===== src/sv/lef_pkg.sv =====
// Shared constants and types of the 3x3 Laplacian edge filter.
package lef_pkg;

    // Defaults for the top-level parameters
    localparam int LINE_WIDTH_DEFAULT   = 1024;
    localparam int CHANNEL_BITS_DEFAULT = 8;

    // Configuration port layout
    localparam int CFG_INDEX_BITS  = 2;
    localparam int WIDTH_REG_BITS  = 11;
    localparam int HEIGHT_REG_BITS = 13;
    localparam int CFG_DATA_BITS   = 13;

    localparam logic [CFG_INDEX_BITS-1:0] REG_IMAGE_WIDTH  = CFG_INDEX_BITS'(0);
    localparam logic [CFG_INDEX_BITS-1:0] REG_IMAGE_HEIGHT = CFG_INDEX_BITS'(1);

    // Frame geometry
    localparam int ROW_BITS      = 12;
    localparam int HEIGHT_LIMIT  = 4096;
    localparam int MIN_DIM       = 3;
    localparam int WIDTH_RESET   = 640;
    localparam int HEIGHT_RESET  = 480;

    // Position of one item in the frame, as it matters for its results
    typedef struct packed {
        logic emit;      // item produces results at all
        logic border;    // first result is a border pixel (zero)
        logic last_col;  // item closes a row
        logic last_row;  // item lies in the final row
    } pos_flags_t;

endpackage


===== src/sv/lef_stream_if.sv =====


interface lef_result_if #(
    parameter int CHANNEL_BITS = 8
);
    logic                    valid;
    logic                    ready;
    logic [CHANNEL_BITS-1:0] red_out;
    logic [CHANNEL_BITS-1:0] green_out;
    logic [CHANNEL_BITS-1:0] blue_out;
    logic                    run_last;
    logic                    frame_end;

    modport source (output valid, output red_out, output green_out, output blue_out,
                    output run_last, output frame_end, input ready);
    modport sink (input valid, input red_out, input green_out, input blue_out,
                  input run_last, input frame_end, output ready);
endinterface


===== src/sv/lef_emit.sv =====
// Result emitter: expands one item into its one to four results.
module lef_emit import lef_pkg::*; #(
    parameter int CHANNEL_BITS = 8
) (
    input  logic                      clk,
    input  logic                      rst_n,
    input  logic                      push_valid,
    output logic                      push_ready,
    input  logic [3*CHANNEL_BITS-1:0] push_value,
    input  pos_flags_t                push_flags,
    lef_result_if.source              result
);

    localparam int PXW = 3 * CHANNEL_BITS;

    logic           job_valid_reg;
    logic [1:0]     job_left_reg;
    logic           job_first_reg;
    logic           job_frame_reg;
    logic [PXW-1:0] job_value_reg;
    logic           out_valid_reg;
    logic [PXW-1:0] out_px_reg;
    logic           out_last_reg;
    logic           out_frame_reg;
    logic           out_load;
    logic           job_fire;
    logic           push_fire;
    logic [1:0]     push_left;

    assign out_load   = !out_valid_reg || result.ready;
    assign job_fire   = job_valid_reg && out_load;
    assign push_ready = !job_valid_reg || (out_load && job_left_reg == 2'd0);
    assign push_fire  = push_valid && push_ready;

    // Results after the first: one for the last row, one for the last column,
    // and one more when both hold
    always_comb
    begin
        unique case ({push_flags.last_row, push_flags.last_col})
            2'b11:   push_left = 2'd3;
            2'b10,
            2'b01:   push_left = 2'd1;
            default: push_left = 2'd0;
        endcase
    end

    // Hold the current item and count down its results
    always_ff @(posedge clk or negedge rst_n)
    begin
        if (!rst_n)
        begin
            job_valid_reg <= 1'b0;
            job_left_reg  <= 2'd0;
            job_first_reg <= 1'b0;
            job_frame_reg <= 1'b0;
        end
        else if (push_fire)
        begin
            job_valid_reg <= 1'b1;
            job_left_reg  <= push_left;
            job_first_reg <= 1'b1;
            job_frame_reg <= push_flags.last_row && push_flags.last_col;
        end
        else if (job_fire)
        begin
            job_first_reg <= 1'b0;
            if (job_left_reg == 2'd0)
            begin
                job_valid_reg <= 1'b0;
            end
            else
            begin
                job_left_reg <= job_left_reg - 2'd1;
            end
        end
    end

    always_ff @(posedge clk)
    begin
        if (push_fire)
        begin
            job_value_reg <= push_value;
        end
    end

    // Output register
    always_ff @(posedge clk or negedge rst_n)
    begin
        if (!rst_n)
        begin
            out_valid_reg <= 1'b0;
        end
        else if (out_load)
        begin
            out_valid_reg <= job_valid_reg;
        end
    end

    always_ff @(posedge clk)
    begin
        if (job_fire)
        begin
            out_px_reg    <= job_first_reg ? job_value_reg : '0;
            out_last_reg  <= (job_left_reg == 2'd0);
            out_frame_reg <= (job_left_reg == 2'd0) && job_frame_reg;
        end
    end

    assign result.valid     = out_valid_reg;
    assign result.red_out   = out_px_reg[0 +: CHANNEL_BITS];
    assign result.green_out = out_px_reg[CHANNEL_BITS +: CHANNEL_BITS];
    assign result.blue_out  = out_px_reg[2*CHANNEL_BITS +: CHANNEL_BITS];
    assign result.run_last  = out_last_reg;
    assign result.frame_end = out_frame_reg;

    a_left_idle: assert property (@(posedge clk) disable iff (!rst_n)
        !job_valid_reg |-> job_left_reg == 2'd0)
        else $error("result count left over with no item held");

    a_frame_last: assert property (@(posedge clk) disable iff (!rst_n)
        (out_valid_reg && out_frame_reg) |-> out_last_reg)
        else $error("frame end on a result that does not close its item");

    a_corner_block: assert property (@(posedge clk) disable iff (!rst_n)
        (push_fire && push_flags.last_row && push_flags.last_col) |=> !push_ready)
        else $error("new item taken while frame corner results are pending");

endmodule


===== src/flat_wrapper.sv =====
// flat-port wrapper written by rule: the top's interface ports become plain ports
module lef_emit_flat import lef_pkg::*;
#(
    parameter int CHANNEL_BITS = 8
)
  (clk, rst_n, push_valid, push_ready, push_value, push_flags, result_valid, result_red_out, result_green_out, result_blue_out, result_run_last, result_frame_end, result_ready);
  lef_result_if #(.CHANNEL_BITS(CHANNEL_BITS)) result_i ();
  input  logic clk;
  input  logic rst_n;
  input  logic push_valid;
  output logic push_ready;
  input  logic [3*CHANNEL_BITS-1:0] push_value;
  input  pos_flags_t push_flags;
  output wire logic [$bits(result_i.valid)-1:0] result_valid;
  output wire logic [$bits(result_i.red_out)-1:0] result_red_out;
  output wire logic [$bits(result_i.green_out)-1:0] result_green_out;
  output wire logic [$bits(result_i.blue_out)-1:0] result_blue_out;
  output wire logic [$bits(result_i.run_last)-1:0] result_run_last;
  output wire logic [$bits(result_i.frame_end)-1:0] result_frame_end;
  input wire logic [$bits(result_i.ready)-1:0] result_ready;
  assign result_valid = result_i.valid;
  assign result_red_out = result_i.red_out;
  assign result_green_out = result_i.green_out;
  assign result_blue_out = result_i.blue_out;
  assign result_run_last = result_i.run_last;
  assign result_frame_end = result_i.frame_end;
  assign result_i.ready = result_ready;
  lef_emit #(.CHANNEL_BITS(CHANNEL_BITS)) u_core (.clk(clk), .rst_n(rst_n), .push_valid(push_valid), .push_ready(push_ready), .push_value(push_value), .push_flags(push_flags), .result(result_i));
endmodule

===== config.mk =====
export PLATFORM = sky130hd
export DESIGN_NAME = lef_emit_flat
export DESIGN_NICKNAME = d
export VERILOG_FILES = /design/src/sv/lef_pkg.sv /design/src/sv/lef_stream_if.sv /design/src/sv/lef_emit.sv /design/src/flat_wrapper.sv
export SDC_FILE = /design/constraint.sdc
export NUM_CORES = 1
export LEC_CHECK = 0
export BUFFER_PORTS_ARGS = -buffer_cell sky130_fd_sc_hd__buf_4
export CORE_UTILIZATION = 50
export CTS_CLUSTER_DIAMETER = 50
export CTS_CLUSTER_SIZE = 25
export DETAILED_ROUTE_END_ITERATION = 6
export PLACE_DENSITY_LB_ADDON = 0.25
export SLEW_MARGIN = 5
export SYNTH_ARGS = -nofsm -noshare
export SYNTH_HDL_FRONTEND = slang
export SYNTH_SLANG_ARGS = --single-unit

===== constraint.sdc =====
create_clock -name clk -period 2.1 [get_ports clk]
set_input_delay 0.42 -clock clk [delete_from_list [all_inputs] [get_ports clk]]
set_output_delay 0.42 -clock clk [all_outputs]
set_load 0.02 [all_outputs]

==> metrics.txt <==
CTS H-tree depth=2; pin count of the biggest net entering global routing=27; PortBufs=57; Horiz. Die Dim=65.2 um; First DRT Iteration DRCs=34; Worst-path clk slew=0.09 ns; Worst Max-Slew Pin Slew=0.925 ns; mapped cell area=1990 um2; Die ar.=4250 um2; # IOs=60; Core Area=3740 um2; CTS Buf Count=5; Seq cells post-synth=56; WL per Instance=13.5 um; Final Critical Period=1.93 ns; status=finished clean; Tot GR Track Use=16.2%; FF-to-FF path depth=3; synthesis warning total=0; post-CTS sizing=0; Cell Pwr Density=1230 nW/um2; # clock sinks=56; RD Place Congestion=0.695; crit path launch type=flip-flop; WHS Endpoint=u_core.job_value_reg[9]; WS Path Type=flip-flop to primary output; Final Hold Violating Endpoints=0; Req. time, crit path=1.68 ns; delay-heaviest family, CP=flip-flops; Die Height=65.2 um; Finished Layout Cells=223; final setup violation count=0; Diodes inserted=0; CP endpoint kind=primary output; vias per cell=4.70; max cap viols=0; vias=1,048; Inst Count DP=214; Routed Wire Length=3010 um; Clk Latency, worst-skew pair=0.30 ns; post-DP HPWL=2240 um; total power draw=3.21 mW; worst-path fanout max=3; Max VDD drop=0.684 mV; Worst R2R Setup Slack=0.40 ns; unrepaired setup endpoints after global routing=false; hold path cells=1; hold_ws=0.290 ns; Yosys cell types=20; worst path cell trace=inv_1, ha_1, inv_1, o21ai_0, buf_4; global-route wire length before repair=4810 um; CTS tree=yes; initial core utilization=53.3%; initial antenna violation count=0; hold_sp=push_value[9]; CTS max path bufs=2; post-synthesis cell count=109; Worst Path Buf+Inv=3; grt ovf=0; Max Freq=519 MHz; syn_nets=142; Static Leakage=1.07 nW; vias in the first global route=1,077; r2r endpoint=u_core.out_px_reg[3]; layout cells sized above 1=41.7%; period utilisation layout=91.8%; Worst EP arrival=1.51 ns; Syn-to-layout area delta=30.9%; RR Startpoint=u_core.result.valid; register area share after synthesis=82.8%; Worst path slowest cell=dfrtp_1; Root Buffer=clkbuf_8; Worst path max stage delay=0.41 ns; Hold WC Path Type=input port to flip-flop; Detail Route Antenna Nets=0; DR pass1 iterations=5; DR DRC count=0; Post-Synthesis Mean Instance Area=18.3 um2; Final #Nets=207; most used cell, CP=inv_1; count of final max-slew check failures=0; Final Skew=0.00229 ns; setup TNS=0 ns; worst-case headroom to the max-slew limit=38.3%; Cell Rows=22
==> power breakdown <==
group | total (mW) | switching (mW) | internal, mW
Combinational | 0.856 | 0.471 | 0.385
Sequential | 1.69 | 0.122 | 1.56
Clock | 0.672 | 0.319 | 0.353
==> cell usage in the layout (no fill, tap or decap), types with 2 or more instances in the layout <==
cell type,n
nand2_1,4
edfxtp_1,50
buf_4,59
o21ai_0,2
clkbuf_8,5
nor2_1,2
mux2i_1,2
and2_1,24
dfrtp_1,6
inv_1,5
a21oi_1,2
==> final cells by class <==
cell class,count,area (um2)
Clock buffer,5,68.8
Clock inverter,3,42.5
Fill cell,274,1130
Inverter,6,22.5
Multi-Input combinational cell,45,313
Sequential cell,56,1650
Tap cell,48,60.1
Timing Repair Buffer,60,453
==> how the worst max path moves through the flow <==
| stage | start | endpoint | slack, ns | cells after the start |
|---|---|---|---|---|
| 2_1_floorplan | u_core.job_left_reg[0] | u_core.job_left_reg[1] | 0.32 | 6 |
| 4_1_cts | u_core.job_left_reg[0] | push_ready | 0.15 | 5 |
| 6_report | u_core.job_left_reg[0] | push_ready | 0.17 | 5 |
| 5_1_grt | u_core.job_left_reg[0] | push_ready | 0.08 | 5 |
| 3_5_place_dp | result_ready | u_core.out_px_reg[22] | 0.29 | 4 |
| 3_3_place_gp | result_ready | u_core.out_px_reg[23] | 0.32 | 4 |
==> cells in the mapped netlist <==
| cell | count | area (um2) |
|---|---|---|
| or2b_1 | 1 | 7.51 |
| nor2_1 | 2 | 7.51 |
| nand2_1 | 4 | 15.0 |
| dfrtp_1 | 6 | 150 |
| mux2_2 | 1 | 11.3 |
| a21oi_1 | 2 | 10.0 |
| mux2_4 | 1 | 15.0 |
| ha_1 | 1 | 12.5 |
| nand2b_1 | 1 | 6.26 |
| nand3_1 | 1 | 5.00 |
| o22ai_4 | 1 | 20.0 |
| inv_2 | 1 | 3.75 |
| a21o_2 | 1 | 8.76 |
| edfxtp_1 | 50 | 1500 |
| o21ai_0 | 2 | 10.0 |
| inv_1 | 5 | 18.8 |
| clkbuf_1 | 2 | 7.51 |
| nor2b_4 | 1 | 13.8 |
| and2_1 | 24 | 150 |
| mux2i_1 | 2 | 20.0 |
==> logic make-up after synthesis <==
| group | synth area share (%) |
|---|---|
| AO/OA/AOI/OAI | 2.45 |
| adder cells (fa/ha/maj) | 0.627 |
| buffers and inverters | 1.51 |
| flip-flops | 82.8 |
| multiplexers | 2.32 |
| AND/OR/NAND/NOR | 10.3 |
==> metal layers <==
metal	up-vias	GRT usage, %	part of all wire, %	routed length [um]
met5	-	0	0	0
met4	0	4.89	1.2	36
met3	6	6.08	6.8	203
met2	38	30.5	55	1660
met1	490	16.4	37	1110
li1	514	-	-	-
==> through the flow <==
stage	utilization, %	setup slack (ns)	cell area (um2)
finish	69.8	0.173	2610
global route	69.8	0.0779	2610
CTS	69.8	0.152	2610
detailed placement	66.5	0.290	2490
global placement	66.5	0.324	2490
floorplan	-	0.318	1990
==> repair_timing <==
| item | in CTS | in global routing |
|---|---|---|
| endpoints found under the setup margin | 0 | 0 |
| hold endpoints to repair | 6 | 0 |
| buffers inserted | 0 | 0 |
| hold buffers | 1 | 0 |
==> worst register-to-register path, cell delays in order, from the launching register on <==
cell and delay, ns:
dfrtp_1 0.41, or2b_1 0.17, nand2_1 0.06, inv_1 0.68
No activity file was read; power rests on OpenSTA's default activity.
