### src/sv/lef_pkg.sv
// Shared constants and types of the 3x3 Laplacian edge filter.
package lef_pkg;

    // Defaults for the top-level parameters
    localparam int LINE_WIDTH_DEFAULT   = 1024;
    localparam int CHANNEL_BITS_DEFAULT = 8;

    // Configuration port layout
    localparam int CFG_INDEX_BITS  = 2;
    localparam int WIDTH_REG_BITS  = 11;
    localparam int HEIGHT_REG_BITS = 13;
    localparam int CFG_DATA_BITS   = 13;

    localparam logic [CFG_INDEX_BITS-1:0] REG_IMAGE_WIDTH  = CFG_INDEX_BITS'(0);
    localparam logic [CFG_INDEX_BITS-1:0] REG_IMAGE_HEIGHT = CFG_INDEX_BITS'(1);

    // Frame geometry
    localparam int ROW_BITS      = 12;
    localparam int HEIGHT_LIMIT  = 4096;
    localparam int MIN_DIM       = 3;
    localparam int WIDTH_RESET   = 640;
    localparam int HEIGHT_RESET  = 480;

    // Position of one item in the frame, as it matters for its results
    typedef struct packed {
        logic emit;      // item produces results at all
        logic border;    // first result is a border pixel (zero)
        logic last_col;  // item closes a row
        logic last_row;  // item lies in the final row
    } pos_flags_t;

endpackage

### src/sv/lef_window.sv
// 3x3 window registers and the Laplacian of the window centre.
module lef_window import lef_pkg::*; #(
    parameter int CHANNEL_BITS = 8
) (
    input  logic                      clk,
    input  logic                      rst_n,
    // item whose line store read has returned
    input  logic                      s1_valid,
    output logic                      s1_ready,
    input  logic [3*CHANNEL_BITS-1:0] s1_px,
    input  pos_flags_t                s1_flags,
    input  logic [3*CHANNEL_BITS-1:0] up_px,
    input  logic [3*CHANNEL_BITS-1:0] mid_px,
    // item handed on to the emitter
    output logic                      push_valid,
    input  logic                      push_ready,
    output logic [3*CHANNEL_BITS-1:0] push_value,
    output pos_flags_t                push_flags
);

    localparam int PXW      = 3 * CHANNEL_BITS;
    localparam int ACC_BITS = CHANNEL_BITS + 5;

    logic [PXW-1:0]             win_reg [9];
    logic                       w_valid_reg;
    pos_flags_t                 w_flags_reg;
    logic                       w_adv;
    logic                       s1_adv;
    logic [ACC_BITS-1:0]        ring_sum [3];
    logic signed [ACC_BITS-1:0] acc [3];
    logic [PXW-1:0]             lap_value;

    // Items without results drop out here; others wait for the emitter
    assign push_valid = w_valid_reg && w_flags_reg.emit;
    assign w_adv      = w_valid_reg && (push_ready || !w_flags_reg.emit);
    assign s1_ready   = !w_valid_reg || w_adv;
    assign s1_adv     = s1_valid && s1_ready;
    assign push_flags = w_flags_reg;
    assign push_value = w_flags_reg.border ? '0 : lap_value;

    // Hold the item slot
    always_ff @(posedge clk or negedge rst_n)
    begin
        if (!rst_n)
        begin
            w_valid_reg <= 1'b0;
            w_flags_reg <= '0;
        end
        else if (s1_adv)
        begin
            w_valid_reg <= 1'b1;
            w_flags_reg <= s1_flags;
        end
        else if (w_adv)
        begin
            w_valid_reg <= 1'b0;
        end
    end

    // Advance the window by one column
    always_ff @(posedge clk or negedge rst_n)
    begin
        if (!rst_n)
        begin
            for (int i = 0; i < 9; i++)
            begin
                win_reg[i] <= '0;
            end
        end
        else if (s1_adv)
        begin
            for (int i = 0; i < 3; i++)
            begin
                win_reg[i*3]     <= win_reg[i*3 + 1];
                win_reg[i*3 + 1] <= win_reg[i*3 + 2];
            end
            win_reg[2] <= up_px;
            win_reg[5] <= mid_px;
            win_reg[8] <= s1_px;
        end
    end

    // Eight times the centre minus the neighbours, clamped per channel;
    // add the ring as a balanced tree
    always_comb
    begin
        lap_value = '0;
        for (int ch = 0; ch < 3; ch++)
        begin
            ring_sum[ch] =
                (({5'b00000, win_reg[0][ch*CHANNEL_BITS +: CHANNEL_BITS]}
                + {5'b00000, win_reg[1][ch*CHANNEL_BITS +: CHANNEL_BITS]})
               + ({5'b00000, win_reg[2][ch*CHANNEL_BITS +: CHANNEL_BITS]}
                + {5'b00000, win_reg[3][ch*CHANNEL_BITS +: CHANNEL_BITS]}))
              + (({5'b00000, win_reg[5][ch*CHANNEL_BITS +: CHANNEL_BITS]}
                + {5'b00000, win_reg[6][ch*CHANNEL_BITS +: CHANNEL_BITS]})
               + ({5'b00000, win_reg[7][ch*CHANNEL_BITS +: CHANNEL_BITS]}
                + {5'b00000, win_reg[8][ch*CHANNEL_BITS +: CHANNEL_BITS]}));
            acc[ch] = $signed({2'b00, win_reg[4][ch*CHANNEL_BITS +: CHANNEL_BITS], 3'b000})
                    - $signed(ring_sum[ch]);
            if (acc[ch] < 0)
            begin
                lap_value[ch*CHANNEL_BITS +: CHANNEL_BITS] = '0;
            end
            else if (acc[ch] > $signed({5'b00000, {CHANNEL_BITS{1'b1}}}))
            begin
                lap_value[ch*CHANNEL_BITS +: CHANNEL_BITS] = '1;
            end
            else
            begin
                lap_value[ch*CHANNEL_BITS +: CHANNEL_BITS] = acc[ch][CHANNEL_BITS-1:0];
            end
        end
    end

endmodule

### config.mk
export PLATFORM = sky130hd
export DESIGN_NAME = lef_window
export DESIGN_NICKNAME = d
export VERILOG_FILES = /design/src/sv/lef_pkg.sv /design/src/sv/lef_window.sv
export SDC_FILE = /design/constraint.sdc
export NUM_CORES = 1
export LEC_CHECK = 0
export BUFFER_PORTS_ARGS = -buffer_cell sky130_fd_sc_hd__buf_4
export CAP_MARGIN = 5
export CORE_ASPECT_RATIO = 0.9
export CORE_MARGIN = 3
export CORE_UTILIZATION = 52
export CTS_BUF_LIST = sky130_fd_sc_hd__clkbuf_2 sky130_fd_sc_hd__clkbuf_4 sky130_fd_sc_hd__clkbuf_8
export DETAILED_ROUTE_END_ITERATION = 8
export PLACE_DENSITY = 0.81
export SYNTH_ARGS = -nofsm -noshare
export SYNTH_HDL_FRONTEND = slang
export SYNTH_SLANG_ARGS = --single-unit
### constraint.sdc
create_clock -name clk -period 4.6 [get_ports clk]
set_input_delay 0.92 -clock clk [delete_from_list [all_inputs] [get_ports clk]]
set_output_delay 0.92 -clock clk [all_outputs]
set_load 0.02 [all_outputs]
==> flow_summary.toml, run 1 <==
[outcome]
run_status = "complete, but fails checks"
violations = "setup timing"

[yosys]
syn-cell-area_um2 = 14300
synth_cells = 1280
synth-adder-area-share_pct = 27.24
synth_top_family_by_area = "adder cells"
postSynth.topFlopCell = "sky130_fd_sc_hd__dfrtp_1"
yosys_warnings = 0
synth_xor_area_share_pct = 1.960
muxShareOfSynthArea_pct = 10.55
yosysUniqueCellTypes = 46
ys_top_cells_by_area = "sky130_fd_sc_hd__dfrtp_1 39%, sky130_fd_sc_hd__fa_1 22%, sky130_fd_sc_hd__mux2_2 11%, sky130_fd_sc_hd__inv_1 7.5%, sky130_fd_sc_hd__ha_1 5.0%"
post_synth_and_or_nand_nor_area_fraction_pct = 4.706
synth_compound_gate_area_share_pct = 7.926
syn_area_per_cell_um2 = 11.17
yosys.area.top_type = "sky130_fd_sc_hd__dfrtp_1"
synth_sequential_area_ratio_pct = 38.67
postSynthRegisterBits = 221
synth-edff-count = 0
asyncSetResetFlopFracSynth_pct = 100.0
synth_top_cell_area_share_pct = 38.67
synth_nets = 1576

[die]
core.rowCount = 56
die-height_um = 163.3
core_area_um2 = 26560
initial_core_util_pct = 53.86
dieArea_um2 = 29530
dieWidth_um = 180.8
io_pins = 110

[timing]
hold_violations = 0
final.min_clock_period_ps = 5698
hold-worst-slack_ps = 480.6
drv_slew = 0
final-setup-viol-count = 24
max_clock_freq_ghz = 0.1755
finalSetupTns_ps = -24510
timing_worst_slew_pin_value_ps = 935.9
setup_slack_of_the_critical_path_after_layout_ps = -1098
fin_crit_sh_pct = 123.9
maxSlewHeadroom_pct = 37.60
fin_skew_ps = 23.63
grt_setup_unrepaired = "true"

[cts]
cts_max_path_buffers = 3
cts_tree = "yes"
clock_tree.root_cell = "sky130_fd_sc_hd__clkbuf_8"
cts.reportedPaths.clkPinSlew_ps = 60
cts_num_sinks = 221
htree_num_levels = 2
cts_buffers = 38
clock_network_latency_to_the_later_pin_of_the_worst_skew_pair_ps = 530

[drt]
wl_cell_um = 15.47
wirelength_um = 29290
post_drt_via_cell_ratio = 4.986
detailroute.via_count = 9438
drt_first_pass_iters = 4
drt_iter0_drc = 384
post-route-drc-count = 0
antenna_violating_nets_post_route = 0

[global_route]
grt_first_pass_wirelength_um = 50090
gr-usage-all-layers_pct = 20.49
grt_util_met1_pct = 27.46
gr-usage-met3_pct = 3.496
global_route.usage.met2_pct = 34.90
gr-total-overflow = 0
first_global_vias = 10442
grt_antenna_before_repair = 0
grt_max_degree = 127
global_route.peak_usage_layer = "met2"

[critical_path]
reg2reg_from = "push_flags[3]"
crit-reg2reg-capture = "win_reg[16]"
end_kind = "output port"
crit_path_cell_trace = "inv_2, fa_1, fa_1, fa_1, inv_1, fa_1, inv_2, ha_4, a21o_1, a21oi_2, o211ai_1, a221o_1, a31oi_4, buf_12, a21oi_2, buf_4"
max_stage_delay_ps = 540
cpMaxStageDelayCell = "sky130_fd_sc_hd__fa_1"
timing.critical_path.mode_cell = "sky130_fd_sc_hd__fa_1"
timing.critical_path.max_delay_family = "adder cells"
required_ps = 3680
worst-setup-path-type = "reg2out"
regToRegSetupSlack_ps = 2450
worst-r2r-cell-count = 5
cp_data_arrival_time_ps = 4780
start_kind = "flop"
timing.critical_path.buf_inv = 5
cp-startpoint = "win_reg[1]"
worst-path-max-fanout = 8

[cells_and_area]
area_delta_synth_final_pct = 25.56
final_common_cell = "sky130_fd_sc_hd__inv_1"
commonest_cells_after_routing_fill_and_taps_aside = "263 x sky130_fd_sc_hd__inv_1, 221 x sky130_fd_sc_hd__dfrtp_1, 217 x sky130_fd_sc_hd__buf_4, 150 x sky130_fd_sc_hd__fa_1, 134 x sky130_fd_sc_hd__mux2_2"
largest_reg_flops = 216
antennaDiodeCount = 0
drive_above_1_share_pct = 36.38
design.final.nets = 1815
layout.cell_area.non_filler_um2 = 17960

[placement]
dpl_wire_length_um = 21160
setup_ws_pre_cts_ps = -719.1
placed_area_um2 = 16470
gp_congestion = 0.8678
placement.io_buffers = 109

[min_path]
hold_depth = 2
min-delay-path-class = "reg2reg"
worst_min_path_start = "win_reg[206]"
hold_end = "win_reg[206]"

[job]
max_cap_violations = 0
[final cells by class]
cell class,count,area [um^2]
Clock buffer,60,769.5
Fill cell,1873,8597
Tap cell,348,435.4
Inverter,286,1074
Multi-Input combinational cell,730,8061
Timing Repair Buffer,242,1958
Clock inverter,6,130.1
Sequential cell,221,5530
[cells by family (layout without fill, tap and decap cells)]
| kind of cell | count (synthesis) | after routing |
|---|---|---|
| mux | 134 | 134 |
| buf+inv | 329 | 594 |
| compound gates | 192 | 192 |
| fa+ha+maj | 216 | 216 |
| flops | 221 | 221 |
| simple gates | 156 | 156 |
| xor+xnor | 32 | 32 |
[per-stage QoR]
step | instances | utilization, %
4_1_cts | 1885 | 66.86
6_report | 1893 | 67.63
3_5_place_dp | 1805 | 62.03
2_1_floorplan | 1280 | -
3_3_place_gp | 1805 | 62.03
5_1_grt | 1893 | 67.63
[synth_stat cells, types with 2 or more instances]
cell type,number
sky130_fd_sc_hd__o21a_1,8
sky130_fd_sc_hd__mux2_2,134
sky130_fd_sc_hd__nand2_1,102
sky130_fd_sc_hd__o211ai_1,9
sky130_fd_sc_hd__ha_1,57
sky130_fd_sc_hd__xnor2_1,19
sky130_fd_sc_hd__buf_6,2
sky130_fd_sc_hd__xor2_1,13
sky130_fd_sc_hd__inv_1,286
sky130_fd_sc_hd__nand3_1,11
sky130_fd_sc_hd__a211oi_2,2
sky130_fd_sc_hd__fa_1,159
sky130_fd_sc_hd__a21o_1,13
sky130_fd_sc_hd__o21ai_0,97
sky130_fd_sc_hd__o21bai_1,2
sky130_fd_sc_hd__dfrtp_1,221
sky130_fd_sc_hd__buf_2,23
sky130_fd_sc_hd__a31oi_1,2
sky130_fd_sc_hd__a21oi_1,41
sky130_fd_sc_hd__a31o_1,2
sky130_fd_sc_hd__and2_1,2
sky130_fd_sc_hd__a211oi_1,6
sky130_fd_sc_hd__nand4_1,3
sky130_fd_sc_hd__nand2b_1,5
sky130_fd_sc_hd__nor2_1,20
sky130_fd_sc_hd__nor2b_1,3
sky130_fd_sc_hd__nor3_2,2
sky130_fd_sc_hd__nor3_1,2
sky130_fd_sc_hd__clkbuf_1,17
[tightest hold or removal path, cell delays in order (launching register included)]
cell and delay [ps]:
sky130_fd_sc_hd__dfrtp_1 340, sky130_fd_sc_hd__nand2_1 40, sky130_fd_sc_hd__o21ai_0 60
[repair_timing]
item / 4_1_cts / 5_1_grt
buffers inserted: 14 / 8
gates resized for setup: 65 / 36
setup endpoints to repair: 24 / 24
hold buffers: 0 / 0
gates cloned: 0 / 0
hold endpoints to repair: 0 / 0
pin swaps: 59 / 35
[how the worst max path moves through the flow]
stage / endpoint / slack (ps) / cells after the start
global route: push_value[4] / -1310 / 16
global placement: push_value[0] / -620 / 15
CTS: push_value[22] / -1110 / 14
floorplan: push_value[0] / -380 / 15
finish: push_value[4] / -1100 / 16
detailed placement: push_value[15] / -720 / 15
[per-layer routing]
metal	part of all wire [%]	vias up	wire [um]
li1	-	4494	-
met1	43	4726	12640
met2	51	166	14900
met3	3.8	52	1111
met4	2.2	0	644
met5	0	-	0
Power of run 1 is not shown: default switching activity piles up to over one toggle a cycle in this logic, so the estimate is an artifact.
==> run 2, diff against run 1 <==
CORE_ASPECT_RATIO = 0.5   (was 0.9)
RECOVER_POWER = 100   (was not set)
==> run 2 against run 1 <==
  * The run ends with capacitance limit, slew limit, setup timing left
  * Via count grew 1.6%
  * Sequential share of layout area grew 0.14 points
  * Cell count grew 0.21%
  * Routed wire length grew 7.2%
  * First-iteration DRC count grew 41%
  * Die area grew 0.40%
  * Final area shrank 0.46%
  * Fmax shrank 0.47%
  * Non-clock buffer count grew 4
==> flow_summary.toml, run 2 (same netlist as run 1, synthesis figures left out) <==
[outcome]
run_status = "complete, but fails checks"
violations = "capacitance limit, slew limit, setup timing"

[cts]
clock_tree.root_cell = "sky130_fd_sc_hd__clkbuf_8"
cts.reportedPaths.clkPinSlew_ps = 60
cts_tree = "yes"
cts_buffers = 35
cts_num_sinks = 221
cts_max_path_buffers = 3
htree_num_levels = 2
clock_network_latency_to_the_later_pin_of_the_worst_skew_pair_ps = 540
post_cts_hold_buffer_count = 0

[critical_path]
timing.critical_path.mode_cell = "sky130_fd_sc_hd__fa_1"
end_kind = "output port"
worst-setup-path-type = "reg2out"
start_kind = "flop"
crit_path_cell_trace = "inv_2, fa_1, inv_1, fa_1, fa_2, fa_1, inv_1, ha_2, or4_4, o31ai_4, xor2_2, nand3_4, o21a_2, buf_6"
cp_data_arrival_time_ps = 4810
required_ps = 3680
cpMaxStageDelayCell = "sky130_fd_sc_hd__or4_4"
max_stage_delay_ps = 540
worst-path-max-fanout = 8

[timing]
maxSlewHeadroom_pct = -86.41
fin_crit_sh_pct = 124.5
final-setup-viol-count = 24
setup_slack_of_the_critical_path_after_layout_ps = -1125
drv_slew = 186
timing_worst_slew_pin_value_ps = 2796
hold_violations = 0
hold-worst-slack_ps = 480.7
fin_skew_ps = 30.10
final.min_clock_period_ps = 5725
max_clock_freq_ghz = 0.1747
grt_setup_unrepaired = "true"

[cells_and_area]
area_delta_synth_final_pct = 24.98
fin_cells = 1897
design.final.nets = 1816
commonest_cells_after_routing_fill_and_taps_aside = "261 x sky130_fd_sc_hd__inv_1, 221 x sky130_fd_sc_hd__dfrtp_1, 199 x sky130_fd_sc_hd__buf_4, 150 x sky130_fd_sc_hd__fa_1, 134 x sky130_fd_sc_hd__mux2_2"
largest_reg_flops = 216
fillers = 1786
drive_above_1_share_pct = 35.66
final_common_cell = "sky130_fd_sc_hd__inv_1"
post-route-util_pct = 66.83
antennaDiodeCount = 0

[die]
die-height_um = 123.3
core_area_um2 = 26750
io_pins = 110
initial_core_util_pct = 53.47
core.rowCount = 42
dieWidth_um = 240.5
dieArea_um2 = 29650

[placement]
place_inst = 1814
dpl_wire_length_um = 22730
placement.io_buffers = 109
setup_ws_pre_cts_ps = -707.7
gp_congestion = 0.8721

[drt]
post-route-drc-count = 0
antenna_violating_nets_post_route = 0
wirelength_um = 31400
drt_first_pass_iters = 4
drt_iter0_drc = 543
post_drt_via_cell_ratio = 5.055
wl_cell_um = 16.55
detailroute.via_count = 9589

[job]
max_cap_violations = 2

[global_route]
first_global_vias = 10829
grt_max_degree = 112
grt_antenna_before_repair = 0
gr-usage-all-layers_pct = 22.27
gr-total-overflow = 0
grt_first_pass_wirelength_um = 52730

[min_path]
min-delay-path-class = "reg2reg"
[run 2: cell types whose count changed in the layout (fill, tap and decap cells not counted), moves of 4 or more]
| cell | before | now |
|---|---|---|
| sky130_fd_sc_hd__buf_4 | 217 | 199 |
| sky130_fd_sc_hd__ha_2 | 9 | 4 |
| sky130_fd_sc_hd__clkbuf_1 | 0 | 13 |
| sky130_fd_sc_hd__clkbuf_8 | 51 | 47 |
| sky130_fd_sc_hd__buf_6 | 19 | 23 |
| sky130_fd_sc_hd__clkbuf_2 | 0 | 6 |
[run 2: routing by layer]
layer / share of wire [%] / vias up / global-route usage (%) / routed length [um]
met4: 1.9 / 0 / 5.847 / 597
met2: 52 / 167 / 39.25 / 16390
met3: 3.5 / 50 / 3.544 / 1105
met1: 42 / 4882 / 29.17 / 13310
met5: 0 / - / 0 / 0
li1: - / 4490 / - / -
[run 2: critical path, delay by kind of cell (launching register included)]
kind                     cells  cell delay [ps]
XOR/XNOR                     1              200
AO/OA/AOI/OAI                2              550
AND/OR/NAND/NOR              2              710
flip-flops                   1              360
buffers and inverters        4              270
adder cells (fa/ha/maj)      5             2170
[run 2: through the flow]
step / instance area (um^2) / TNS, ps
after detailed placement: 16550 / -14680
after global placement: 16550 / -11880
after floorplan: 14560 / -7578
after global routing: 17880 / -32800
after CTS: 17770 / -26890
final: 17880 / -25710
[run 2: final timing paths]
| check | slack, ps | startpoint | to | depth (start not counted) |
|---|---|---|---|---|
| setup / recovery | -1130 | win_reg[142] | push_value[22] | 14 |
| hold / removal | 480 | win_reg[126] | win_reg[126] | 2 |
| setup reg to reg | 330 | push_flags[3] | win_reg[132] | 5 |
| hold reg to reg | 480 | win_reg[126] | win_reg[126] | 2 |
| max in group asynchronous | 740 | rst_n | win_reg[50] | 2 |
| min in group asynchronous | 1270 | rst_n | win_reg[16] | 1 |
[run 2: final cells by class]
class                   instances  area (um^2)  share of cell area (%)
flip-flops and latches        221         5530                   30.94
well taps                     352        440.4                   2.464
repair buffers                246         1932                   10.81
multi-input cells             730         8130                   45.48
clock buffers                  53        691.9                   3.871
clock inverters                 9        77.57                  0.4340
inverters                     286         1074                   6.005
[run 2: repair_timing]
action / CTS / global route
endpoints found under the setup margin: 24 / 24
gates resized for setup: 62 / 51
buffers inserted: 19 / 4
pin swaps: 67 / 41
cloned: 0 / 0
Power of run 2 is left out for the same reason.
